## config.mk

```make
export PLATFORM = sky130hd
export DESIGN_NAME = zone_range_match_sorter
export DESIGN_NICKNAME = d
export VERILOG_FILES = /design/src/design/zrms_pkg.sv /design/src/design/zrms_ram.sv /design/src/design/zrms_eval.sv /design/src/design/zone_range_match_sorter.sv
export SDC_FILE = /design/constraint.sdc
export NUM_CORES = 2
export LEC_CHECK = 0
export BUFFER_PORTS_ARGS = -buffer_cell sky130_fd_sc_hd__buf_4
export CAP_MARGIN = 20
export CORE_MARGIN = 2
export CORE_UTILIZATION = 35
export DETAILED_ROUTE_END_ITERATION = 7
export PLACE_DENSITY_LB_ADDON = 0.25
export SLEW_MARGIN = 30
export SYNTH_ARGS = -nofsm -noshare
export SYNTH_HDL_FRONTEND = slang
export SYNTH_SLANG_ARGS = --single-unit
```

## constraint.sdc

```tcl
create_clock -name clk -period 11.4 [get_ports clk]
set_input_delay 0 -clock clk [delete_from_list [all_inputs] [get_ports clk]]
set_output_delay 0 -clock clk [all_outputs]
set_load 0.05 [all_outputs]
```

## src/design/zrms_pkg.sv

```systemverilog
// Shared types and constants for the zone range match sorter.
package zrms_pkg;

    localparam int MAX_ZONES_DEF = 32;
    localparam int ID_W          = 16;
    localparam int BND_W         = 7;
    localparam int SPAN_W        = BND_W + 1;
    localparam int AREA_W        = 15;

    // One stored zone, id in the lowest bits
    typedef struct packed {
        logic [BND_W-1:0] vh;
        logic [BND_W-1:0] vl;
        logic [BND_W-1:0] kh;
        logic [BND_W-1:0] kl;
        logic [ID_W-1:0]  id;
    } zone_t;

    localparam int ENTRY_W = $bits(zone_t);

    // Range bounds only, used as the exact stack reference
    typedef struct packed {
        logic [BND_W-1:0] vh;
        logic [BND_W-1:0] vl;
        logic [BND_W-1:0] kh;
        logic [BND_W-1:0] kl;
    } bounds_t;

    // Per-entry evaluation flags and area
    typedef struct packed {
        logic              hit;
        logic              is_excl;
        logic              exact;
        logic [AREA_W-1:0] area;
    } eval_t;

    // Item kinds
    localparam logic KIND_APPEND = 1'b0;
    localparam logic KIND_QUERY  = 1'b1;

endpackage

```

## src/design/zrms_ram.sv

```systemverilog
// Generic single-port-write, registered-read RAM.
module zrms_ram #(
    parameter int WIDTH = 8,
    parameter int DEPTH = 32,
    parameter int AW    = $clog2(DEPTH)
) (
    input  logic             clk,
    input  logic             we,
    input  logic [AW-1:0]    waddr,
    input  logic [WIDTH-1:0] wdata,
    input  logic [AW-1:0]    raddr,
    output logic [WIDTH-1:0] rdata
);

    logic [WIDTH-1:0] mem [DEPTH];

    // Write port and registered read
    always_ff @(posedge clk)
    begin
        if (we)
        begin
            mem[waddr] <= wdata;
        end
        rdata <= mem[raddr];
    end

endmodule

```

## src/design/zrms_eval.sv

```systemverilog
// Evaluates one stored zone against the query point and builds its sort key.
module zrms_eval #(
    parameter int IW = 5,
    parameter int SW = 1 + zrms_pkg::AREA_W + zrms_pkg::ID_W + IW
) (
    input  zrms_pkg::zone_t              zone,
    input  logic [IW-1:0]                idx,
    input  logic [zrms_pkg::BND_W-1:0]   key,
    input  logic [zrms_pkg::BND_W-1:0]   vel,
    input  logic [zrms_pkg::ID_W-1:0]    excl,
    input  logic                         ref_valid,
    input  zrms_pkg::bounds_t            ref_bnd,
    output zrms_pkg::eval_t              ev,
    output logic [SW-1:0]                sort_key
);

    logic [zrms_pkg::SPAN_W-1:0]   kspan;
    logic [zrms_pkg::SPAN_W-1:0]   vspan;
    logic [2*zrms_pkg::SPAN_W-1:0] prod;
    logic                          inside_pt;

    // Containment, exclusion, stack match and area
    always_comb
    begin
        kspan = zrms_pkg::SPAN_W'(zone.kh) - zrms_pkg::SPAN_W'(zone.kl) + 1'b1;
        vspan = zrms_pkg::SPAN_W'(zone.vh) - zrms_pkg::SPAN_W'(zone.vl) + 1'b1;
        prod  = kspan * vspan;
        inside_pt = (key >= zone.kl) && (key <= zone.kh) &&
                    (vel >= zone.vl) && (vel <= zone.vh);
        ev.is_excl = (zone.id == excl);
        ev.hit     = inside_pt && !ev.is_excl;
        ev.exact   = ref_valid && (zone.kl == ref_bnd.kl) && (zone.kh == ref_bnd.kh) &&
                     (zone.vl == ref_bnd.vl) && (zone.vh == ref_bnd.vh);
        ev.area    = prod[zrms_pkg::AREA_W-1:0];
        // Ascending key: exact first, larger area, smaller id, table order
        sort_key   = {~ev.exact, ~ev.area, zone.id, idx};
    end

endmodule

```

## src/design/zone_range_match_sorter.sv

```systemverilog
// Zone table with point query; emits matches in sorted order.
// Append: one item per cycle while idle. Query: a reference/count scan over the stored
// zones, then for each match a selection scan and an emit, bounded by the single zone
// RAM read port; with no match, a single not-found result (found = 0) is emitted.
// A result leaves through an output register; the next scan overlaps its wait.
// rst_n clears the zone count and control state; RAM contents are not cleared.
module zone_range_match_sorter #(
    parameter int MAX_ZONES = zrms_pkg::MAX_ZONES_DEF
) (
    input  logic        clk,
    input  logic        rst_n,
    input  logic        s_axis_tvalid,
    output logic        s_axis_tready,
    // zone_id, key_low, key_high, vel_low, vel_high, key, velocity, exclude_id, pad
    input  logic [79:0] s_axis_tdata,
    // kind, restart
    input  logic [1:0]  s_axis_tuser,
    output logic        m_axis_tvalid,
    input  logic        m_axis_tready,
    // match_id, match_key_low, match_key_high, match_vel_low, match_vel_high, area, pad
    output logic [63:0] m_axis_tdata,
    // found, exact_stack
    output logic [1:0]  m_axis_tuser,
    output logic        m_axis_tlast
);

    localparam int IW = (MAX_ZONES > 1) ? $clog2(MAX_ZONES) : 1;
    localparam int CW = $clog2(MAX_ZONES + 1);
    localparam int SW = 1 + zrms_pkg::AREA_W + zrms_pkg::ID_W + IW;
    localparam int BW = zrms_pkg::BND_W;

    typedef enum logic [1:0] {ST_IDLE, ST_REF, ST_PASS, ST_EMIT} state_t;

    state_t                       state_reg, state_next;
    logic [CW-1:0]                count_reg, count_next;
    logic [CW-1:0]                iss_reg, iss_next;
    logic                         pend_reg, pend_next;
    logic [IW-1:0]                pidx_reg, pidx_next;
    logic [BW-1:0]                key_reg, key_next;
    logic [BW-1:0]                vel_reg, vel_next;
    logic [zrms_pkg::ID_W-1:0]    excl_reg, excl_next;
    logic                         refv_reg, refv_next;
    zrms_pkg::bounds_t            refb_reg, refb_next;
    logic [CW-1:0]                cnt_reg, cnt_next;
    logic [CW-1:0]                emit_reg, emit_next;
    logic                         first_reg, first_next;
    logic [SW-1:0]                prev_reg, prev_next;
    logic                         bestv_reg, bestv_next;
    logic [SW-1:0]                bkey_reg, bkey_next;
    zrms_pkg::zone_t              bzone_reg, bzone_next;
    logic [zrms_pkg::AREA_W-1:0]  barea_reg, barea_next;
    logic                         bexact_reg, bexact_next;
    logic                         ovalid_reg, ovalid_next;
    logic [63:0]                  odata_reg, odata_next;
    logic [1:0]                   ouser_reg, ouser_next;
    logic                         olast_reg, olast_next;

    logic                         in_acc;
    logic                         issue;
    logic                         scan_done;
    logic                         is_last;
    logic [CW-1:0]                cnt_base;
    logic                         ram_we;
    logic [IW-1:0]                ram_waddr;
    zrms_pkg::zone_t              wzone;
    zrms_pkg::zone_t              rzone;
    logic [zrms_pkg::ENTRY_W-1:0] rdata;
    zrms_pkg::eval_t              ev;
    logic [SW-1:0]                skey;

    assign s_axis_tready = (state_reg == ST_IDLE);
    assign in_acc        = s_axis_tvalid && s_axis_tready;
    assign m_axis_tvalid = ovalid_reg;
    assign m_axis_tdata  = odata_reg;
    assign m_axis_tuser  = ouser_reg;
    assign m_axis_tlast  = olast_reg;

    // Unpack the appended zone
    always_comb
    begin
        wzone.id = s_axis_tdata[15:0];
        wzone.kl = s_axis_tdata[22:16];
        wzone.kh = s_axis_tdata[29:23];
        wzone.vl = s_axis_tdata[36:30];
        wzone.vh = s_axis_tdata[43:37];
    end

    // Append address after an optional restart
    assign cnt_base  = s_axis_tuser[1] ? '0 : count_reg;
    assign ram_we    = in_acc && (s_axis_tuser[0] == zrms_pkg::KIND_APPEND) &&
                       (cnt_base < CW'(MAX_ZONES));
    assign ram_waddr = cnt_base[IW-1:0];

    zrms_ram #(
        .WIDTH(zrms_pkg::ENTRY_W),
        .DEPTH(MAX_ZONES)
    ) u_zone_ram (
        .clk  (clk),
        .we   (ram_we),
        .waddr(ram_waddr),
        .wdata(wzone),
        .raddr(iss_reg[IW-1:0]),
        .rdata(rdata)
    );

    assign rzone = rdata;

    zrms_eval #(
        .IW(IW)
    ) u_eval (
        .zone     (rzone),
        .idx      (pidx_reg),
        .key      (key_reg),
        .vel      (vel_reg),
        .excl     (excl_reg),
        .ref_valid(refv_reg),
        .ref_bnd  (refb_reg),
        .ev       (ev),
        .sort_key (skey)
    );

    // Scan address issue and completion
    assign issue     = ((state_reg == ST_REF) || (state_reg == ST_PASS)) &&
                       (iss_reg < count_reg);
    assign scan_done = ((state_reg == ST_REF) || (state_reg == ST_PASS)) &&
                       !issue && !pend_reg;
    assign is_last   = ((emit_reg + 1'b1) == cnt_reg);

    // Next-state logic
    always_comb
    begin
        state_next  = state_reg;
        count_next  = count_reg;
        iss_next    = iss_reg;
        pend_next   = issue;
        pidx_next   = iss_reg[IW-1:0];
        key_next    = key_reg;
        vel_next    = vel_reg;
        excl_next   = excl_reg;
        refv_next   = refv_reg;
        refb_next   = refb_reg;
        cnt_next    = cnt_reg;
        emit_next   = emit_reg;
        first_next  = first_reg;
        prev_next   = prev_reg;
        bestv_next  = bestv_reg;
        bkey_next   = bkey_reg;
        bzone_next  = bzone_reg;
        barea_next  = barea_reg;
        bexact_next = bexact_reg;
        ovalid_next = ovalid_reg && !m_axis_tready;
        odata_next  = odata_reg;
        ouser_next  = ouser_reg;
        olast_next  = olast_reg;

        if (issue)
        begin
            iss_next = iss_reg + 1'b1;
        end

        case (state_reg)
            ST_IDLE:
            begin
                if (in_acc)
                begin
                    if (s_axis_tuser[0] == zrms_pkg::KIND_QUERY)
                    begin
                        key_next   = s_axis_tdata[50:44];
                        vel_next   = s_axis_tdata[57:51];
                        excl_next  = s_axis_tdata[73:58];
                        iss_next   = '0;
                        cnt_next   = '0;
                        emit_next  = '0;
                        refv_next  = 1'b0;
                        state_next = ST_REF;
                    end
                    else if (ram_we)
                    begin
                        count_next = cnt_base + 1'b1;
                    end
                    else
                    begin
                        count_next = cnt_base;
                    end
                end
            end
            ST_REF:
            begin
                // Count matches and capture the first excluded zone as reference
                if (pend_reg)
                begin
                    if (ev.hit)
                    begin
                        cnt_next = cnt_reg + 1'b1;
                    end
                    if (ev.is_excl && !refv_reg)
                    begin
                        refv_next = 1'b1;
                        refb_next = {rzone.vh, rzone.vl, rzone.kh, rzone.kl};
                    end
                end
                if (scan_done)
                begin
                    iss_next   = '0;
                    bestv_next = 1'b0;
                    first_next = 1'b1;
                    state_next = (cnt_reg == '0) ? ST_EMIT : ST_PASS;
                end
            end
            ST_PASS:
            begin
                // Keep the smallest key above the one emitted last
                if (pend_reg && ev.hit && (first_reg || (skey > prev_reg)) &&
                    (!bestv_reg || (skey < bkey_reg)))
                begin
                    bestv_next  = 1'b1;
                    bkey_next   = skey;
                    bzone_next  = rzone;
                    barea_next  = ev.area;
                    bexact_next = ev.exact;
                end
                if (scan_done)
                begin
                    state_next = ST_EMIT;
                end
            end
            ST_EMIT:
            begin
                if (!ovalid_reg || m_axis_tready)
                begin
                    ovalid_next = 1'b1;
                    if (cnt_reg == '0)
                    begin
                        odata_next = '0;
                        ouser_next = 2'b00;
                        olast_next = 1'b1;
                        state_next = ST_IDLE;
                    end
                    else
                    begin
                        odata_next = {5'd0, barea_reg, bzone_reg.vh, bzone_reg.vl,
                                      bzone_reg.kh, bzone_reg.kl, bzone_reg.id};
                        ouser_next = {bexact_reg, 1'b1};
                        olast_next = is_last;
                        emit_next  = emit_reg + 1'b1;
                        prev_next  = bkey_reg;
                        first_next = 1'b0;
                        iss_next   = '0;
                        bestv_next = 1'b0;
                        state_next = is_last ? ST_IDLE : ST_PASS;
                    end
                end
            end
            default:
            begin
                state_next = ST_IDLE;
            end
        endcase
    end

    // State and registered outputs
    always_ff @(posedge clk or negedge rst_n)
    begin
        if (!rst_n)
        begin
            state_reg  <= ST_IDLE;
            count_reg  <= '0;
            iss_reg    <= '0;
            pend_reg   <= 1'b0;
            pidx_reg   <= '0;
            key_reg    <= '0;
            vel_reg    <= '0;
            excl_reg   <= '0;
            refv_reg   <= 1'b0;
            refb_reg   <= '0;
            cnt_reg    <= '0;
            emit_reg   <= '0;
            first_reg  <= 1'b1;
            prev_reg   <= '0;
            bestv_reg  <= 1'b0;
            bkey_reg   <= '0;
            bzone_reg  <= '0;
            barea_reg  <= '0;
            bexact_reg <= 1'b0;
            ovalid_reg <= 1'b0;
            odata_reg  <= '0;
            ouser_reg  <= '0;
            olast_reg  <= 1'b0;
        end
        else
        begin
            state_reg  <= state_next;
            count_reg  <= count_next;
            iss_reg    <= iss_next;
            pend_reg   <= pend_next;
            pidx_reg   <= pidx_next;
            key_reg    <= key_next;
            vel_reg    <= vel_next;
            excl_reg   <= excl_next;
            refv_reg   <= refv_next;
            refb_reg   <= refb_next;
            cnt_reg    <= cnt_next;
            emit_reg   <= emit_next;
            first_reg  <= first_next;
            prev_reg   <= prev_next;
            bestv_reg  <= bestv_next;
            bkey_reg   <= bkey_next;
            bzone_reg  <= bzone_next;
            barea_reg  <= barea_next;
            bexact_reg <= bexact_next;
            ovalid_reg <= ovalid_next;
            odata_reg  <= odata_next;
            ouser_reg  <= ouser_next;
            olast_reg  <= olast_next;
        end
    end

`ifndef NO_ASSERTIONS
    // No zone read is in flight while items are accepted
    a_idle_no_read: assert property (@(posedge clk) disable iff (!rst_n)
        s_axis_tready |-> !pend_reg)
        else $error("zone read pending while idle");

    // Table fill never exceeds capacity
    a_count_cap: assert property (@(posedge clk) disable iff (!rst_n)
        count_reg <= CW'(MAX_ZONES))
        else $error("zone count above capacity");

    // Emitted results never outnumber counted matches
    a_emit_bound: assert property (@(posedge clk) disable iff (!rst_n)
        emit_reg <= cnt_reg)
        else $error("more results than matches");

    // Each selection pass finds a match while more remain
    a_best_found: assert property (@(posedge clk) disable iff (!rst_n)
        (state_reg == ST_EMIT && cnt_reg != '0) |-> bestv_reg)
        else $error("selection pass found no match");

    // Sort keys of successive results strictly increase
    a_order: assert property (@(posedge clk) disable iff (!rst_n)
        (state_reg == ST_EMIT && cnt_reg != '0 && !first_reg) |-> (bkey_reg > prev_reg))
        else $error("results out of order");
`endif

endmodule
```

==> results.cfg <==
[yosys]
muxShareOfSynthArea_pct = 17.2
synthCells = 3721
synth-warning-count = 0
synth_top_area_cell = edfxtp_1
synth_edf_count = 1408
synthDominantCellAreaShare_pct = 59.5
synth-seq-cells = 1726
synth-main-ff-cell = edfxtp_1
synth_compound_area_share_pct = 1.97
ys_types = 75
synth_top_family_by_area = multiplexers
netlist_area_mm2 = 0.0711
seq_area_frac_synth_pct = 70.3
synthSimpleGateAreaFrac_pct = 3.27
synthAdderAreaFrac_pct = 4.10
synthTopCellsByArea = edfxtp_1 59%, mux4_2 14%, dfrtp_1 9.6%, ha_1 3.1%, mux2_2 1.6%
async_reset_ff_share_pct = 15.9
synth-xor-area-share_pct = 1.07
syn_avg_cell_area_um2 = 19.1

[critical_path]
critPathSlowestCell = buf_6
crit_buf_inv = 4
worst_setup_path_end_kind = register
cp_top_family = adder cells
arrival_ns = 9.85
cpMostUsedCell = fa_1
start_kind = register
cp_max_fo = 52
critPathRequiredTime_ns = 12.08
worstSetupPathType = register to register
slowest_delay_ns = 0.56

[clock_tree]
cts_resized = 0
postCtsSetupBuffers = 0
cts_root_buf = clkbuf_16
cts_inserted_buffers = 179
clkLatencyLatePin_ns = 0.84
cts.sinks = 1726
clockBufferDepth = 3
cts_tree = yes
clk_pin_slew_worst_paths_ns = 0.06
h-tree-depth = 4

[floorplanning]
start_util_pct = 35.2
fp.coreArea_mm2 = 0.202
chipWidth_um = 455
rows = 165
ioPinCount = 155
design.die.area_mm2 = 0.207
die_h_um = 455

[sta]
tightest_slew_ns = 1.03
tns_ns = 0
hold_violations = 0
slew_headroom_pct = 31.5
drv_slew = 0
fin_worst_skew_ns = 0.0461
rsz0062_at_grt = false
min_period_ns = 9.17
max_freq_mhz = 109
fin_crit_sh_pct = 80.5
setup_violations = 0

[finish]
stdcell_area_mm2 = 0.0831
nets = 4400
fin_util_pct = 41.1
largest-register = u_zone_ram.mem
largest_reg_flops = 1408
drive_above_1_share_pct = 26.6
syn2layout_area_growth_pct = 16.8

[placed_design]
dp_hpwl_um = 99800
port_buffers = 143
globalplace.congestion = 0.783
dpl_cell_area_mm2 = 0.0758

[status]
status = complete, no violations

[detailed_routing]
drt_first_pass_iters = 5
avgViaCountPerCell = 5.14
drt-total-wl_um = 179000
drt_iter0_markers = 3140
detail_route.drc_violations = 0
dr_total_vias = 35640
wl_per_cell_um = 25.8
drtAntennaViolNets = 0

[min_path]
min_path_type = input pin to register

[grt]
antenna_found_initial = 21
grt_max_degree = 130
grt_pass1_wl_um = 260000
grt_pass1_vias = 36687
globalRouteOverflowTotal = 0
grtUsageTotal_pct = 17.4

[job]
maxCapViolCount = 0
## through the flow
step           cells  setup slack [ns]  hold WS, ns
2_1_floorplan   3725              3.46       -0.296
3_3_place_gp    6456              2.07       0.0821
3_5_place_dp    6460              1.94       0.0915
4_1_cts         6921              1.89       0.0609
5_1_grt         6926              1.64        0.107
6_report        6928              2.23        0.130
## final timing paths
path	from	to	slack, ns	depth (start not counted)
worst max-delay path	u_zone_ram.rdata[30]$_DFF_P_	bzone_reg[37]$_DFFE_PN0P_	2.23	30
worst min-delay path	s_axis_tdata[41]	u_zone_ram.mem[6][41]$_DFFE_PP_	0.13	2
worst max register to register	u_zone_ram.rdata[30]$_DFF_P_	bzone_reg[37]$_DFFE_PN0P_	2.23	30
worst min register to register	m_axis_tdata[33]$_DFFE_PN0P_	m_axis_tdata[33]$_DFFE_PN0P_	0.46	2
max in group asynchronous	rst_n	refb_reg[23]$_DFFE_PN0P_	9.75	5
min in group asynchronous	rst_n	m_axis_tdata[13]$_DFFE_PN0P_	0.37	4
## cell usage after synthesis (55+ instances only)
| library cell | number |
|---|---|
| mux2_4 | 64 |
| nor2_1 | 82 |
| mux2_2 | 103 |
| mux4_2 | 440 |
| inv_1 | 194 |
| ha_1 | 174 |
| edfxtp_1 | 1408 |
| nand3_1 | 55 |
| dfrtp_1 | 273 |
| nand2_1 | 228 |
| o21ai_0 | 63 |
| clkbuf_1 | 113 |
## layout by cell type, fill, tap and decap left out, types with 13 or more instances in the layout
cell / instances
edfxtp_1: 1408
mux4_2: 440
dfrtp_1: 268
nand2_1: 227
buf_4: 200
inv_1: 194
clkbuf_16: 180
ha_1: 174
dlygate4sd3_1: 129
mux2_2: 103
mux2_4: 64
o21ai_0: 63
a21oi_1: 54
nand3_1: 54
xor2_1: 51
nor2_1: 49
clkbuf_1: 45
dfxtp_1: 44
clkinv_1: 43
fa_1: 37
xnor2_1: 36
nor2_4: 34
and2_1: 33
a21o_1: 21
nand4_1: 21
clkinv_2: 21
mux2i_1: 20
nor3_1: 18
clkbuf_8: 13
## layout make-up
| cell class | count | area [um^2] |
|---|---|---|
| antenna | 3 | 7.51 |
| clock buffer | 238 | 4850 |
| clock inverter | 93 | 941 |
| fill | 17879 | 119000 |
| inverter | 194 | 728 |
| multi-input combinational | 1649 | 19900 |
| sequential | 1726 | 50000 |
| tap | 2672 | 3340 |
| timing repair buffer | 353 | 3220 |
## routing by layer
metal	vias to the layer above	share of wire (%)	global-route usage [%]
li1	15440	-	-
met1	19022	44	24.3
met2	918	49	28.5
met3	252	5.0	2.69
met5	-	0.032	0
met4	8	2.2	4.44
## repair_timing
item	CTS	global route
setup endpoints to repair	0	0
hold buffers	130	0
hold endpoints to repair	1599	0
## logic make-up after synthesis
logic type | count (synthesis)
flops | 1726
mux | 627
simple gates | 500
buf+inv | 350
compound gates | 219
fa+ha+maj | 211
xor+xnor | 87
other cells | 1
## worst reg2reg max path, delay by kind of cell, from the launching register on
| family | cells | cell delay, ns |
|---|---|---|
| adders and majority gates | 9 | 3.46 |
| AOI/OAI and AO/OA | 6 | 1.36 |
| DFF | 1 | 0.46 |
| muxes | 1 | 0.42 |
| buffers and inverters | 4 | 0.75 |
| and+or+nand+nor | 9 | 2.22 |
| xor gates and xnor gates | 1 | 0.37 |
Power is not shown: default switching activity piles up to over one toggle a cycle in this logic, so the estimate is an artifact.
